File: src/sv/cnfc_pkg.sv
`default_nettype none
package cnfc_pkg;
    localparam int MaxClone1 = 16;
    localparam int MaxClone2 = 4;
    localparam int B1W = $clog2(MaxClone1 + 1);
    localparam int B2W = $clog2(MaxClone2 + 1);
    localparam logic [47:0] CostMax = 48'hFFFF_FFFF_FFFF;

    localparam logic [1:0] RegNormal = 2'd0;
    localparam logic [1:0] RegTumor1 = 2'd1;
    localparam logic [1:0] RegTumor2 = 2'd2;
    localparam logic [1:0] RegDisp   = 2'd3;

    typedef struct packed {
        logic [23:0] seg_mean;
        logic [23:0] seg_var;
        logic [15:0] allele_rate;
        logic        last_segment;
    } in_word_t;

    typedef struct packed {
        logic        skipped;
        logic [47:0] best_cost;
        logic [3:0]  clone1_minor;
        logic [4:0]  clone1_major;
        logic [1:0]  clone2_minor;
        logic [2:0]  clone2_major;
        logic [47:0] cost_total;
        logic        is_last;
    } out_word_t;

    // classified segment passed from front to back
    typedef struct packed {
        logic        skip;
        logic        last;
        logic [23:0] mean;
        logic [23:0] hmin;
        logic [23:0] hmaj;
    } job_t;

    typedef struct packed {
        logic [12:0] n;
        logic [13:0] f1;
        logic [13:0] f2;
        logic [9:0]  disp;
    } cfg_t;

    function automatic logic [47:0] sat_add(input logic [47:0] a, input logic [47:0] b);
        logic [48:0] s;
        s = {1'b0, a} + {1'b0, b};
        return s[48] ? CostMax : s[47:0];
    endfunction
endpackage
`default_nettype wire

File: src/sv/cnfc_if.sv
`default_nettype none
interface cnfc_in_if;
    import cnfc_pkg::*;
    logic     valid;
    logic     ready;
    in_word_t data;
    modport source (output valid, output data, input ready);
    modport sink (input valid, input data, output ready);
endinterface

`default_nettype wire

File: src/sv/cnfc_front.sv
`default_nettype none
// skip test and haplotype targets, one registered stage
module cnfc_front
    import cnfc_pkg::*;
(
    input  wire logic  clk,
    input  wire logic  rst_n,
    input  wire cfg_t  cfg,
    cnfc_in_if.sink    in_ch,
    output logic       job_valid,
    input  wire logic  job_ready,
    output job_t       job
);
    logic        v_reg;
    job_t        job_reg;
    logic [33:0] lhs, rhs;
    logic [16:0] r_adj;
    logic [16:0] r_inc;
    logic [40:0] pmin, pmaj;
    logic [23:0] m;

    assign m = in_ch.data.seg_mean;
    assign in_ch.ready = !v_reg || job_ready;
    assign job_valid = v_reg;
    assign job = job_reg;

    always_comb
    begin
        lhs   = {2'b0, in_ch.data.seg_var, 8'd0};
        rhs   = 34'(cfg.disp) * 34'(m);
        r_inc = {1'b0, in_ch.data.allele_rate} + 17'd655;
        r_adj = {1'b0, in_ch.data.allele_rate};
        if (in_ch.data.allele_rate > 16'd28180)
            r_adj = (r_inc > 17'd32768) ? 17'd32768 : r_inc;
        pmin = 41'(m) * 41'(r_adj) + 41'd32768;
        pmaj = 41'(m) * 41'(17'h10000 - r_adj) + 41'd32768;
    end

    always_ff @(posedge clk or negedge rst_n)
    begin
        if (!rst_n)
            v_reg <= 1'b0;
        else if (in_ch.ready)
            v_reg <= in_ch.valid;
    end

    always_ff @(posedge clk)
    begin
        if (in_ch.ready && in_ch.valid)
        begin
            job_reg.skip <= (m == 24'd0) || (lhs > rhs);
            job_reg.last <= in_ch.data.last_segment;
            job_reg.mean <= m;
            job_reg.hmin <= pmin[39:16];
            job_reg.hmaj <= pmaj[39:16];
        end
    end
endmodule
`default_nettype wire

File: src/flat_wrapper.sv
// flat-port wrapper written by rule: the top's interface ports become plain ports
module cnfc_front_flat import cnfc_pkg::*;
  (clk, rst_n, cfg, job_valid, job_ready, job, in_ch_valid, in_ch_data, in_ch_ready);
  cnfc_in_if in_ch_i ();
  input  wire logic clk;
  input  wire logic rst_n;
  input  wire cfg_t cfg;
  output logic job_valid;
  input  wire logic job_ready;
  output job_t job;
  input wire logic [$bits(in_ch_i.valid)-1:0] in_ch_valid;
  input wire logic [$bits(in_ch_i.data)-1:0] in_ch_data;
  output wire logic [$bits(in_ch_i.ready)-1:0] in_ch_ready;
  assign in_ch_i.valid = in_ch_valid;
  assign in_ch_i.data = in_ch_data;
  assign in_ch_ready = in_ch_i.ready;
  cnfc_front u_core (.clk(clk), .rst_n(rst_n), .cfg(cfg), .in_ch(in_ch_i), .job_valid(job_valid), .job_ready(job_ready), .job(job));
endmodule
File: config.mk
export PLATFORM = sky130hd
export DESIGN_NAME = cnfc_front_flat
export DESIGN_NICKNAME = d
export VERILOG_FILES = /design/src/sv/cnfc_pkg.sv /design/src/sv/cnfc_if.sv /design/src/sv/cnfc_front.sv /design/src/flat_wrapper.sv
export SDC_FILE = /design/constraint.sdc
export NUM_CORES = 2
export LEC_CHECK = 0
export BUFFER_PORTS_ARGS = -buffer_cell sky130_fd_sc_hd__clkbuf_2
export CAP_MARGIN = 10
export CORE_MARGIN = 2
export CORE_UTILIZATION = 56
export CTS_CLUSTER_DIAMETER = 120
export CTS_CLUSTER_SIZE = 16
export DETAILED_ROUTE_END_ITERATION = 16
export HOLD_SLACK_MARGIN = 0.1
export PLACE_DENSITY = 0.74
export SLEW_MARGIN = 20
export SYNTH_ARGS = -nofsm -noshare
export SYNTH_HDL_FRONTEND = slang
export SYNTH_SLANG_ARGS = --single-unit
File: constraint.sdc
create_clock -name clk -period 2.95 [get_ports clk]
set_input_delay 0.295 -clock clk [delete_from_list [all_inputs] [get_ports clk]]
set_output_delay 0.295 -clock clk [all_outputs]
set_load 0.05 [all_outputs]
-- Yosys cells after proc, flatten, opt, wreduce, memory -nomap -nowiden
Cells that the tools add are included.
- $add $sub $neg: 4
- multipliers: 3
- $lt $le $gt $ge: 3
- muxes and demuxes: 2
- reductions and logical operators: 5
- operators by type and width (cell ; count):
    adder 40 x 16 -> 40 bit, second input constant ; 2
    multiplier 24 x 41 -> 40 bit ; 1
    multiplier 24 x 17 -> 40 bit ; 1
    greater-than comparator 32 x 34 -> 1 bit ; 1
    multiplier 10 x 24 -> 34 bit ; 1
    two-way mux 17 bit ; 2
    logical NOT 24 bit ; 1
    subtractor 17 x 17 -> 18 bit, first input constant ; 1
    adder 16 x 10 -> 17 bit, second input constant ; 1
    greater-than comparator 17 x 16 -> 1 bit, second input constant ; 1
    greater-than comparator 16 x 15 -> 1 bit, second input constant ; 1
    logical OR 1 bit ; 2
    logical AND 1 bit ; 1
    logical NOT 1 bit ; 1
- register bits after elaboration: 75
- input port bits: 120
- output and inout bits: 76
- word-level logic and storage cells: 23

-- Longest topological paths before layout
- depth in word-level cells: 7
- depth in mapped cells: 44
- mapped depth without buffers: 40

-- Worst setup path after synthesis
Ideal clock, no wire load.
- kind: input to register
- start point: input port in_ch_data[1]
- end point: register u_core.job_reg, in the netlist u_core.job[23], data pin
- arrival: 9855 ps
- required time: 2682 ps
- slack: -7173 ps
- stages on the path: 40
- buffers on the path: 3
- path through: inv_1 ha_1 or3b_1 buf_2 a31oi_1 a31oi_1 or4_1 o21a_2 o22ai_1 clkbuf_1 inv_1 ha_1 nand2_1 a211oi_1 nor3b_1 and3_1 buf_2 and2_1 (+4 left out) inv_1 fa_1 fa_1 fa_1 inv_1 fa_1 inv_1 ha_1 and2_1 a311o_1 a211o_1 a22oi_1 nor2b_1 and4_1 o21ai_2 nand2_2 o311ai_2 xnor3_1
- longest elaborated chain between the ends: 7
- elaborated cells between the ends (all ways): 8
- RTL lines (element ; line ; RTL):
    from (decl) ; flat_wrapper.sv:12 ; input wire logic [$bits(in_ch_i.data)-1:0] in_ch_data;
    adder 16 x 10 -> 17 bit ; cnfc_front.sv:31 ; r_inc = {1'b0, in_ch.data.allele_rate} + 17'd655;
    greater-than comparator 17 x 16 -> 1 bit ; cnfc_front.sv:34 ; r_adj = (r_inc > 17'd32768) ? 17'd32768 : r_inc;
    two-way mux 17 bit ; cnfc_front.sv:34 ;
    two-way mux 17 bit * ; cnfc_front.sv:33 ; if (in_ch.data.allele_rate > 16'd28180)
    subtractor 17 x 17 -> 18 bit * ; cnfc_front.sv:36 ; pmaj = 41'(m) * 41'(17'h10000 - r_adj) + 41'd32768;
    multiplier 24 x 41 -> 40 bit * ; cnfc_front.sv:36 ;
    adder 40 x 16 -> 40 bit * ; cnfc_front.sv:36 ;
    via u_core.pmaj[39] ; cnfc_front.sv:19 ; logic [40:0] pmin, pmaj;
    to (decl) ; cnfc_front.sv:15 ; job_t job_reg;
The timed path passes the listed nets; every way through them passes the cells marked *.
A chain may end at the register's enable or synchronous reset.

-- Final worst setup path
- start point: input port in_ch_data[2]
- end point: register u_core.job_reg, in the netlist u_core.job[23], data pin
The elaborated chain is that of the path after synthesis.

==> metrics.md <==
| Metric | Value |
|---|---|
| Cells after DPL | 5876 |
| Vias in the first global route | 34356 |
| Number of flip-flops in the largest register | 74 |
| Syn Inst Count | 4335 |
| Die height | 271 um |
| Post-synthesis sequential area ratio | 5.63% |
| WS Path Type | input pin to flip-flop |
| Cts bufs inserted | 9 |
| Final wirelength | 105 mm |
| Clock Latency Late Sink | 0.40 ns |
| # port buffers | 154 |
| Synth Warn # | 0 |
| Layout net count | 6409 |
| Count leader, synth | inv_1 |
| Routability congestion estimate | 0.935 |
| Clk sinks | 75 |
| Drc violations | 0 |
| CP max-delay cell | fa_1 |
| Cell area after layout | 48400 um^2 |
| Post-Place Worst Slack | -6.73 ns |
| Number of synthesized flops with an enable pin | 74 |
| Synthesized flop and latch total | 75 |
| RSZ-0062 raised after global routing | yes |
| Worst min path class | input pin to async pin |
| Initial antenna violation count | 4 |
| Largest net degree at the start of global routing | 46 |
| Worst EP arrival | 9.26 ns |
| Register area | 2250 um^2 |
| Longest Clk Path Bufs | 2 |
| Most instantiated cells after synthesis | inv_1, fa_1, nand2_1 |
| Final HPWL DP | 87.5 mm |
| Area growth syn-to-layout | 21.1% |
| Largest fanout on the critical path | 6 |
| Die area | 73500 um^2 |
| # Max-Cap Violations | 0 |
| Share of post-route cells with drive strength above 1 | 20.5% |
| Core area | 70300 um^2 |
| GRT overflow | 0 |
| Via density | 5.31 |
| Syn avg cell area | 9.21 um^2 |
| WP data required | 3.10 ns |
| Fin crit share | 309% |
| Run status | finished, violations left |
| Peak per-stage delay on the critical path | 0.57 ns |
| Dpl cell area | 46700 um^2 |
| Failing checks | setup timing |
| Yosys top cell by area | fa_1 |
| Global Route Usage Sum | 30.2% |
| Rows | 97 |
| Yosys top cell area share | 47.7% |
| First-pass GRT wire length | 175 mm |
| Asr flop ratio synth | 1.33% |
| Worst-Margin Slew | 0.651 ns |
| Cells taking the most area after synthesis | fa_1, ha_1, inv_1, and2_1, edfxtp_1 |
| Fmax | 110 MHz |
| CTS tree | built |
| Initial Utilization | 56.8% |
| Clock skew | 0.00952 ns |
| Vias post-DR | 31592 |
| Worst path most repeated cell | fa_1 |
| Initial drt markers | 1856 |
| Final Slew Violations | 0 |
| CP Capture Type | flip-flop |
| Setup violations, final | 49 |
| Final worst slack | -6.16 ns |
| WL per Instance | 17.6 um |
| Top_reg_cell synth | edfxtp_1 |
| H-tree levels | 3 |
| Clk pin slew, worst setup/hold paths | 0.07 ns |
| Max_slew headroom | 56.3% |
| Critical Path Start Type | input pin |
| Tmin final | 9.11 ns |
| Area of the multi-input gates | 34600 um^2 |
| Mapped Area | 39900 um^2 |
| Clock root cell | clkbuf_16 |
| Non-filler cells, final | 5950 |
| Drt pass-1 iters | 7 |
| Final Hold Fails | 0 |
| Distinct cells, synth | 84 |
| Die Width | 271 um |
| Fill count | 5363 |
| Top Ports | 196 |
| Routed Antenna Nets | 0 |
==> final timing paths <==
| check | from | end | slack [ns] | cells after the start |
|---|---|---|---|---|
| min reg2reg | u_core.job_valid | u_core.job_valid | 0.55 | 2 |
| max reg2reg | u_core.job_valid | u_core.job[65] | 1.24 | 3 |
| max in group asynchronous | rst_n | u_core.job_valid | 2.67 | 2 |
| min | rst_n | u_core.job_valid | 0.20 | 2 |
| min in group clk | job_ready | u_core.job_valid | 0.22 | 3 |
| max | in_ch_data[2] | u_core.job[23] | -6.16 | 40 |
==> layout by cell type, fill, tap and decap left out, types with 19 or more instances in the layout <==
cell,n
inv_1,1003
fa_1,946
buf_4,582
nand2_1,567
and2_1,475
ha_1,317
clkbuf_2,147
edfxtp_1,74
conb_1,66
xnor2_1,62
nor2_1,60
a21o_1,57
a21oi_1,56
buf_6,33
xor2_1,30
o21ai_0,29
buf_12,28
nand3_1,24
nand4_1,19
==> per-layer routing <==
metal | wire, um | share of wire [%] | track usage [%]
met1 | 41700 | 40 | 39.0
met4 | 5010 | 4.8 | 12.8
met3 | 5400 | 5.1 | 3.25
met5 | 12 | 0.011 | 0
met2 | 52700 | 50 | 51.7
==> area by class of cell <==
cell class / instances / share of cell area (%)
antenna: 3 / 0.0155
clock buffer: 9 / 0.466
clock inverter: 7 / 0.191
inverter: 1013 / 7.87
multi-input combinational: 3100 / 71.5
sequential: 75 / 4.65
tap: 940 / 2.43
timing repair buffer: 803 / 12.9
==> repair_timing <==
item	in CTS	in global routing
pin swaps	79	64
hold buffers	3	0
gates resized for setup	119	79
setup buffers	38	23
endpoints found under the hold margin	3	0
cloned	2	0
setup endpoints to repair	49	49
==> worst max-delay path: cells and delay by family <==
kind            cells  cell delay, ns
compound gates     10            2.27
xor+xnor            2            0.53
fa+ha+maj           9            3.76
simple gates        9            1.50
buf+inv            10            0.88
==> cells by family after synthesis <==
group	count (synthesis)	share of synthesized area, %
flops	75	5.63
buf+inv	1224	11.6
other cells	2	0.0188
mux	4	0.103
xor+xnor	110	2.50
fa+ha+maj	1288	58.2
simple gates	1310	16.5
compound gates	322	5.41
==> stage by stage <==
| stage | TNS [ns] | utilization [%] | hold WS [ns] |
|---|---|---|---|
| global placement | -288.85 | 66.4 | 0.0707 |
| floorplan | -262.41 | - | -0.000591 |
| finish | -270.39 | 68.8 | 0.198 |
| CTS | -266.94 | 68.1 | 0.181 |
| global route | -285.32 | 68.8 | 0.210 |
| detailed placement | -293.48 | 66.4 | 0.0710 |
Power is left out: the tool's default activity adds up to more than one toggle a clock period on the data nets, which glitch-free logic cannot reach.
