===== config.mk =====
export PLATFORM = sky130hd
export DESIGN_NAME = cnfc_queue
export DESIGN_NICKNAME = d
export VERILOG_FILES = /design/src/sv/cnfc_pkg.sv /design/src/sv/cnfc_queue.sv
export SDC_FILE = /design/constraint.sdc
export NUM_CORES = 1
export LEC_CHECK = 0
export BUFFER_PORTS_ARGS = -buffer_cell sky130_fd_sc_hd__buf_2
export CAP_MARGIN = 20
export CORE_ASPECT_RATIO = 0.6
export CORE_MARGIN = 4
export CORE_UTILIZATION = 52
export DETAILED_ROUTE_END_ITERATION = 8
export GPL_TIMING_DRIVEN = 0
export MAX_ROUTING_LAYER = met4
export PLACE_DENSITY = 0.79
export SYNTH_ARGS = -nofsm -noshare
export SYNTH_HDL_FRONTEND = slang
export SYNTH_SLANG_ARGS = --single-unit
export TNS_END_PERCENT = 5

===== constraint.sdc =====
create_clock -name clk -period 4.67 [get_ports clk]
set_input_delay 0.7005 -clock clk [delete_from_list [all_inputs] [get_ports clk]]
set_output_delay 0.7005 -clock clk [all_outputs]
set_load 0.02 [all_outputs]

===== src/sv/cnfc_pkg.sv =====
`default_nettype none
package cnfc_pkg;
    localparam int MaxClone1 = 16;
    localparam int MaxClone2 = 4;
    localparam int B1W = $clog2(MaxClone1 + 1);
    localparam int B2W = $clog2(MaxClone2 + 1);
    localparam logic [47:0] CostMax = 48'hFFFF_FFFF_FFFF;

    localparam logic [1:0] RegNormal = 2'd0;
    localparam logic [1:0] RegTumor1 = 2'd1;
    localparam logic [1:0] RegTumor2 = 2'd2;
    localparam logic [1:0] RegDisp   = 2'd3;

    typedef struct packed {
        logic [23:0] seg_mean;
        logic [23:0] seg_var;
        logic [15:0] allele_rate;
        logic        last_segment;
    } in_word_t;

    typedef struct packed {
        logic        skipped;
        logic [47:0] best_cost;
        logic [3:0]  clone1_minor;
        logic [4:0]  clone1_major;
        logic [1:0]  clone2_minor;
        logic [2:0]  clone2_major;
        logic [47:0] cost_total;
        logic        is_last;
    } out_word_t;

    // classified segment passed from front to back
    typedef struct packed {
        logic        skip;
        logic        last;
        logic [23:0] mean;
        logic [23:0] hmin;
        logic [23:0] hmaj;
    } job_t;

    typedef struct packed {
        logic [12:0] n;
        logic [13:0] f1;
        logic [13:0] f2;
        logic [9:0]  disp;
    } cfg_t;

    function automatic logic [47:0] sat_add(input logic [47:0] a, input logic [47:0] b);
        logic [48:0] s;
        s = {1'b0, a} + {1'b0, b};
        return s[48] ? CostMax : s[47:0];
    endfunction
endpackage
`default_nettype wire


===== src/sv/cnfc_queue.sv =====
`default_nettype none
// two-entry queue between front and back
module cnfc_queue
    import cnfc_pkg::*;
(
    input  wire logic clk,
    input  wire logic rst_n,
    input  wire logic wr_valid,
    output logic      wr_ready,
    input  wire job_t wr_data,
    output logic      rd_valid,
    input  wire logic rd_ready,
    output job_t      rd_data
);
    job_t       mem_reg [2];
    logic       wp_reg, rp_reg;
    logic [1:0] cnt_reg;
    logic       wr, rd;

    assign wr_ready = cnt_reg != 2'd2;
    assign rd_valid = cnt_reg != 2'd0;
    assign rd_data  = mem_reg[rp_reg];
    assign wr = wr_valid && wr_ready;
    assign rd = rd_valid && rd_ready;

    always_ff @(posedge clk or negedge rst_n)
    begin
        if (!rst_n)
        begin
            wp_reg  <= 1'b0;
            rp_reg  <= 1'b0;
            cnt_reg <= '0;
        end
        else
        begin
            if (wr)
                wp_reg <= !wp_reg;
            if (rd)
                rp_reg <= !rp_reg;
            cnt_reg <= cnt_reg + 2'(wr) - 2'(rd);
        end
    end

    always_ff @(posedge clk)
    begin
        if (wr)
            mem_reg[wp_reg] <= wr_data;
    end
endmodule
`default_nettype wire


== Word level (Yosys, flattened, before mapping) ==
Memories as Yosys holds them, arrays and structs flattened.
Index checks and enable logic that the tools add are counted.

* Latch bits: 0
* Bits in registers: 4
* Output and inout bits: 76
* RAM bits: 148
* Input port bits: 78
* Memories kept: 1
* Bits in read-only memories: 0
* Logic and storage cells: 14

* Muxes and demuxes: 2
* Reduce and logical (&&, ||, !) cells: 5
* Magnitude comparators: 0
* Multipliers: 0
* Divide/modulo/power cells: 0
* Shifts and indexed selects: 0
* Eq/ne operators: 1
* Add/subtract/negate cells: 2
* Bitwise logic cells: 0

{| class="wikitable"
|+ Memory list
! name !! depth !! width !! read ports !! clocked after memory_dff !! write ports !! RTL line !! text
|-
| mem_reg || 2 || 74 || 1 || 0 || 1 || cnfc_queue.sv:15 || <nowiki>job_t mem_reg [2];</nowiki>
|}

{| class="wikitable"
|+ Operator list
! cell !! count
|-
| adder 2 x 1 -> 2 bit || 1
|-
| logical AND 1 bit || 2
|-
| logical NOT 1 bit || 2
|-
| 2-to-1 mux 1 bit || 2
|-
| inequality test 2 bit, second input constant || 1
|-
| nonzero test 2 bit || 1
|-
| subtractor 2 x 1 -> 2 bit || 1
|}

== Logic depth before layout (Yosys ltp) ==
Gate-level depths: netlist (run 1).

* Word-level depth: 4
* Depth in mapped cells: 5
* Gate-level depth less buffers: 5

== Worst setup path after synthesis (run 1) ==
OpenSTA, ideal clock, no wires.

* Path kind: register to register
* Start: register cnt_reg[0]
* End: memory mem_reg[0][0] (netlist bit), enable pin
* Path buffers: 0
* Library setup time: 507 ps
* Stages on the path, launching flop included: 4
* Arrival: 3,878 ps
* Path slack: 286 ps
* Period minus slack after synthesis: 4,384 ps
* Required time: 4,163 ps
* Cell sequence: dfrtp_1 > nand2b_1 > nand2_1 > nor2_1

* Word-level cells in the longest chain between the ends: 4

{| class="wikitable"
|+ Ends and longest elaborated chain
! element !! RTL line !! text
|-
| start, declared || cnfc_queue.sv:17 || <nowiki>logic [1:0] cnt_reg;</nowiki>
|-
| start signal, assigned || cnfc_queue.sv:40 || <nowiki>cnt_reg <= cnt_reg + 2'(wr) - 2'(rd);</nowiki>
|-
| inequality test 2 bit || cnfc_queue.sv:20 || <nowiki>assign wr_ready = cnt_reg != 2'd2;</nowiki>
|-
| via wr_ready || cnfc_queue.sv:9 || <nowiki>output logic wr_ready,</nowiki>
|-
| logical AND 1 bit || cnfc_queue.sv:23 || <nowiki>assign wr = wr_valid && wr_ready;</nowiki>
|-
| 2-to-1 mux 1 bit || cnfc_queue.sv:46 || <nowiki>if (wr)</nowiki>
|-
| 2-to-1 mux 1 bit (not written as such) || cnfc_queue.sv:47 || <nowiki>mem_reg[wp_reg] <= wr_data;</nowiki>
|-
| end, declared || cnfc_queue.sv:15 ||
|}

The timed path passes the listed nets, and every way through them passes these cells.

==> metrics.md, run 1 <==
| Metric | Value |
|---|---|
| R2r setup slk | 2600 ps |
| Vias per cell | 5.14 |
| Max FO, Critical Path | 10 |
| Pwr Density | roughly 670 nW/um2 |
| Fmax | 411 MHz |
| Port bufs | 153 |
| CTS buffer count | 17 |
| Arrival @ worst endpoint | 1730 ps |
| Asr flop ratio synth | 2.63% |
| Row cnt | 28 |
| Initial Util | between 50 and 60% |
| Commonest non-fill, non-tap cell in the layout | buf_2 |
| Yosys reg bits | 152 |
| Mapped Cells | about 250 |
| First-pass iteration count of the detailed router | 4 |
| Vias in the first global route | 3159 |
| Per-instance average area after synthesis | 22.1 um2 |
| CP Cell Sequence | buf_4 > buf_6 > mux2_2 > buf_2 |
| Layout cell share with drive strength beyond 1 | just over 60% |
| Worst Setup SP | rp_reg |
| Slowest-stage cell, CP | dfrtp_1 |
| Max stage delay on crit path | 370 ps |
| CTS clock-pin slew for the worst setup and hold paths | 60 ps |
| Nets@finish | between 500 and 600 |
| Die area | around 12000 um2 |
| Clock Sinks | between 150 and 200 |
| Placed Cells | 543 |
| Die Y-Extent | about 90 um |
| Hold_buf cts | 0 |
| Placed wire-length estimate | 7130 um |
| Area added between synthesis and finish | 28.2% |
| Routed WL | around 10000 um |
| Sequential area share after synthesis | 81.5% |
| Clock Path Buffers | 2 |
| Core area | between 10000 and 15000 um2 |
| Post_cts resized | 0 |
| Yosys warning count | 0 |
| Startpoint Class | register |
| Number of flops mapped to enable cells by yosys | roughly 150 |
| RSZ-0062 raised after global routing | no |
| Clock Root Buffer | clkbuf_16 |
| Min-delay worst type | input pin to async pin |
| Synth unique cells | 19 |
| Routability congestion estimate | between 0.7 and 0.8 |
| Post-layout instance area | 7140 um2 |
| FF-to-FF Start | cnt_reg[0] |
| DRC | 0 |
| Grt ovf | 0 |
| Tcrit/Tclk final | 52.0% |
| Layout Skew | 6.50 ps |
| Outcome | finished clean |
| Min cycle time layout | about 2400 ps |
| Post-Layout Cell Count | approximately 580 |
| Total Routing Usage GR | 17.9% |
| H-tree levels | 4 |
| Dpl cell area | 6590 um2 |
| Slew Limit Fails | 0 |
| Synthesized net count | between 300 and 400 |
| R2r endpoint | mem_reg[0][43] |
| DRT iter0 DRCs | about 170 |
| Worst R2R Path Depth | 5 |
| Post-synth top flop | edfxtp_1 |
| Top Ports | roughly 150 |
| Crit path to | rd_data[20] |
| First-pass GRT wire length | 16000 um |
| Kind of critical path | register to output pin |
| Relative slew margins | between 50% and 60% |
| Max capacitance violation total | 0 |
| Setup Fix Bufs, Post-CTS | 0 |
| Slew at the pin closest to its max-slew limit | 627 ps |
| Initial antenna violation count | 1 |
| Final hold vios | 0 |
| Clock tree from TritonCTS | done |
| Most frequent cells in the layout | buf_2 (155), edfxtp_1 (148), mux2_2 (74), clkbuf_16 (17), buf_6 (5) |
| Crit. End Element | output pin |
| Req. time, crit path | 3970 ps |
| VDD IR-drop max | 388 uV |
| Die W | 142 um |
| Largest net degree at the start of global routing | 61 |
| Final setup viols | 0 |
| Max reg flops | 148 |
| Via count | 2959 |
| Final ANT Viol Nets | 0 |
| WL/cell | 17.9 um |
| Synth Cell Area | 5570 um2 |
| Setup_tns | 0 ps |
| Clock latency on the worst-skew pair | around 400 ps |
| Leakage | 2.69 nW |
## cells by family (layout without fill, tap and decap cells)
kind of cell | after synthesis | count (layout) | share of synthesized area, %
other | 0 | 1 | 0
XOR/XNOR | 3 | 3 | 0.471
AO/OA/AOI/OAI | 3 | 3 | 0.426
multiplexers | 74 | 74 | 14.9
adder cells (fa/ha/maj) | 1 | 1 | 0.224
flip-flops | 152 | 152 | 81.5
buffers and inverters | 8 | 196 | 1.32
AND/OR/NAND/NOR | 11 | 11 | 1.08
## per-stage QoR
stage | hold slack (ps) | setup slack (ps) | total power [mW] | util [%]
3_5_place_dp | 512 | 2290 | 3.58 | 64.8
5_1_grt | 68.7 | 2130 | 5.03 | 70.3
3_3_place_gp | 476 | -1550 | 3.53 | 64.1
2_1_floorplan | 405 | 286 | 3.05 | -
6_report | 91.0 | 2240 | 4.79 | 70.3
4_1_cts | 77.1 | 2200 | 4.85 | 70.3
## worst max-delay path, delay by kind of cell (launching register included)
family                 cells  cell delay, ps
buffers and inverters      3             590
flip-flops                 1             370
multiplexers               1             370
## report_power, final
part | leakage (nW) | internal (mW) | switching [mW]
logic | 1.01 | 0.648 | 0.937
registers | 1.42 | 1.86 | 0.0774
clock network | 0.258 | 0.735 | 0.528
## final cells by class
cell class / count / area [um2]
Fill cell: 668 / 3020
Timing Repair Buffer: 156 / 833
Clock inverter: 14 / 125
Clock buffer: 18 / 429
Sequential cell: 152 / 4540
Antenna cell: 1 / 2.50
Buffer: 8 / 73.8
Multi-Input combinational cell: 92 / 967
Tap cell: 135 / 169
## layer usage
layer  vias to the layer above  share of wire (%)  GRT usage, %
met2                       109                 47          28.1
li1                       1365                  -             -
met3                        10                8.9          7.42
met1                      1475                 43          22.0
met4                         0               0.77          4.18
met5                         -                  0             -
## synth_stat cells, types with 2 or more instances
master | instances | area share [%]
xnor2_1 | 3 | 0.47
mux2_2 | 74 | 15
dfrtp_1 | 4 | 1.8
buf_2 | 2 | 0.18
nor2_1 | 3 | 0.20
nand2_1 | 2 | 0.13
buf_6 | 5 | 1.0
edfxtp_1 | 148 | 80
## worst min-delay path by stage
stage | end | cells after the start | slack [ps]
after CTS | cnt_reg[1] | 1 | 80
final | cnt_reg[1] | 1 | 90
after global routing | cnt_reg[1] | 1 | 70
after global placement | wp_reg | 1 | 480
after floorplan | cnt_reg[0] | 0 | 400
after detailed placement | cnt_reg[1] | 1 | 510
No activity file was read; power rests on OpenSTA's default activity.
==> run 2: changes to the inputs <==
--- a/config.mk
+++ b/config.mk
@@ -9,11 +9,11 @@
 export CAP_MARGIN = 20
 export CORE_ASPECT_RATIO = 0.6
 export CORE_MARGIN = 4
-export CORE_UTILIZATION = 52
+export CORE_UTILIZATION = 47
 export DETAILED_ROUTE_END_ITERATION = 8
 export GPL_TIMING_DRIVEN = 0
 export MAX_ROUTING_LAYER = met4
-export PLACE_DENSITY = 0.79
+export PLACE_DENSITY = 0.76
 export SYNTH_ARGS = -nofsm -noshare
 export SYNTH_HDL_FRONTEND = slang
 export SYNTH_SLANG_ARGS = --single-unit
==> constraint.sdc (replaced) <==
create_clock -name clk -period 2.02 [get_ports clk]
set_input_delay 0.303 -clock clk [delete_from_list [all_inputs] [get_ports clk]]
set_output_delay 0.303 -clock clk [all_outputs]
set_load 0.02 [all_outputs]
==> run 2 against run 1 <==
Via count down 1.7%. Critical path depth unchanged. Clock skew down 1.2 ps. Combinational power up 140%. Sequential cell count unchanged. Clock-buffer cell count up 1. Clock power rose to 2.8 times the previous value. Cell count up 5.4%. Routed wire length up 0.35%. Worst hold slack worse by 7.8 ps. Register-to-register slack worse by 2300 ps. Critical endpoint is now rd_data[35].
==> metrics.md, run 2 (synthesis gave the netlist of run 1 again) <==
| Metric | Value |
|---|---|
| Outcome | finished clean |
| Pwr Density | 1610 nW/um2 (+140%) |
| Max capacitance violation total | 0 (unchanged) |
| Largest net degree at the start of global routing | 42 (-31%) |
| Sw frac | 30.4% (-1.8 points) |
| Most frequent cells in the layout | buf_2 (153), edfxtp_1 (148), mux2_2 (74), clkbuf_16 (18), bufinv_16 (6) |
| Clock Sinks | 152 (unchanged) |
| Final setup viols | 0 (unchanged) |
| Layout Skew | 5.33 ps (-1.17 ps) |
| Row cnt | 30 (+7.1%) |
| Slew Limit Fails | 0 (unchanged) |
| Placed Cells | 568 (+4.6%) |
| WL/cell | 17.1 um (-4.8%) |
| DRT iter0 DRCs | 106 (-36%) |
| Worst Setup SP | rp_reg |
| FF-to-FF Start | cnt_reg[0] |
| DRC | 0 (unchanged) |
| Leakage | 2.80 nW (+4.2%) |
| Vias in the first global route | 3175 (+0.51%) |
| Placed wire-length estimate | 7020 um (-1.6%) |
| Final hold vios | 0 (unchanged) |
| Routability congestion estimate | 0.746 (-3.6%) |
| Final ANT Viol Nets | 0 (unchanged) |
| Crit. End Element | output pin |
| First-pass iteration count of the detailed router | 4 (unchanged) |
| Routed WL | 10400 um (+0.35%) |
| CTS clock-pin slew for the worst setup and hold paths | 60 ps (about the same) |
| CTS buffer count | 17 (unchanged) |
| Flop pwr share | 37.9% (-2.6 points) |
| Die W | 149 um (+4.9%) |
| Arrival @ worst endpoint | 1670 ps (-60 ps) |
| VDD IR-drop max | 943 uV (+140%) |
| Port bufs | 153 (unchanged) |
| Grt ovf | 0 (unchanged) |
| Slew at the pin closest to its max-slew limit | 561 ps (-65.7 ps) |
| R2r endpoint | mem_reg[1][47] |
| Req. time, crit path | 1720 ps (-2250 ps) |
| Total Routing Usage GR | 15.8% (-2.0 points) |
| Post-Layout Cell Count | 607 (+5.4%) |
| Vias per cell | 4.79 (-6.7%) |
| Core area | 11400 um2 (+13%) |
| Worst R2R Path Depth | 3 (-2) |
| Fmax | 507 MHz |
| Power, Total | 11.9 mW (+150%) |
| Nets@finish | 511 (+0.99%) |
| H-tree levels | 4 (unchanged) |
| Max reg flops | 148 (unchanged) |
| Commonest non-fill, non-tap cell in the layout | buf_2 |
| Clk pwr share | 29.9% (+3.5 points) |
| Clock Root Buffer | clkbuf_16 |
| Internal power | 8.29 mW (+160%) |
| Clock Path Buffers | 2 (unchanged) |
| First-pass GRT wire length | 16000 um (+0.17%) |
| R2r setup slk | 260 ps (-2340 ps) |
| Min cycle time layout | 1970 ps |
| Die area | 13700 um2 (+9.8%) |
| Startpoint Class | register |
| Initial antenna violation count | 2 (+1) |
| Clock latency on the worst-skew pair | 410 ps (about the same) |
| Psw | 3.61 mW (+130%) |
| Kind of critical path | register to output pin |
| Area added between synthesis and finish | 32.6% |
| Clock tree from TritonCTS | done |
| Initial Util | 48.7% (-6.2 points) |
| Crit path to | rd_data[35] |
| Relative slew margins | 62.5% (+4.4 points) |
| Die Y-Extent | 92.4 um (+4.7%) |
| Max FO, Critical Path | 10 (unchanged) |
| Top Ports | 154 (unchanged) |
| RSZ-0062 raised after global routing | yes |
| Min-delay worst type | input pin to register |
| Via count | 2910 (-1.7%) |
| Tcrit/Tclk final | 97.6% |
| Layout cell share with drive strength beyond 1 | 62.5% (+0.88 points) |
| Combinational power share | 32.3% (-0.8 points) |
[run 2: changes by cell type in the layout (fill, tap and decap cells not counted), sizes merged]
cell,previous run,this run
diode,1,2
clkinvlp,4,0
inv,3,4
dlygate4sd3,0,1
buf,164,165
clkinv,6,3
clkbuf,18,22
bufinv,1,6
[run 2: repair_timing]
| action | 4_1_cts | 5_1_grt |
|---|---|---|
| endpoints found under the hold margin | 4 | 0 |
| resized for setup | 1 | 8 |
| pin swaps | 0 | 0 |
| cloned | 0 | 1 |
| setup buffers | 0 | 3 |
| endpoints found under the setup margin | 46 | 50 |
| hold buffers | 1 | 0 |
[run 2: worst min-delay path by stage]
stage / end / depth (start not counted) / startpoint / slack, ps
final: mem_reg[0][10] / 1 / wr_data[10] / 80
after global routing: mem_reg[0][66] / 1 / wr_data[66] / 60
after CTS: mem_reg[0][10] / 1 / wr_data[10] / 60
after detailed placement: wp_reg / 1 / rst_n / 120
after global placement: cnt_reg[1] / 1 / rst_n / 110
after floorplan: cnt_reg[0] / 0 / rst_n / 7
[run 2: through the flow]
stage / TNS [ps] / instance area (um2) / setup slack, ps / util [%] / hold slack, ps
6_report: 0 / 7390 / 48.3 / 64.6 / 83.1
3_3_place_gp: -78460 / 6560 / -667 / 57.3 / 113
2_1_floorplan: -11600 / 5600 / -157 / - / 7.41
5_1_grt: -74.7 / 7390 / -15.4 / 64.6 / 62.6
3_5_place_dp: 0 / 6630 / 217 / 57.9 / 120
4_1_cts: 0 / 7310 / 7.18 / 63.9 / 62.4
[run 2: area by class of cell]
cell class / count / area [um2]
flip-flops and latches: 152 / 4550
fillers: 785 / 4060
multi-input cells: 92 / 982
repair buffers: 161 / 883
clock buffers: 19 / 433
clock inverters: 13 / 239
well taps: 160 / 200
plain buffers: 8 / 103
diodes: 2 / 5.00
[run 2: power by group through the flow]
stage,combinational (mW),sequential [mW],clock (mW)
after floorplan,2.53,4.52,0
after global placement,3.58,4.55,0
after detailed placement,3.73,4.56,0
after CTS,3.76,4.50,3.62
after global routing,4.12,4.57,3.75
final,3.84,4.51,3.55
[run 2: metal layers]
metal	vias up	GRT usage, %	share of wire, %
li1	1369	-	-
met1	1416	20.5	45
met2	114	23.8	46
met3	11	4.89	7.6
met4	0	6.00	0.96
met5	-	-	0
[run 2: critical path, cell delays in order, from the launching register on]
cell and delay (ps):
dfrtp_2 440, buf_12 160, buf_6 150, mux2_2 350, buf_2 170
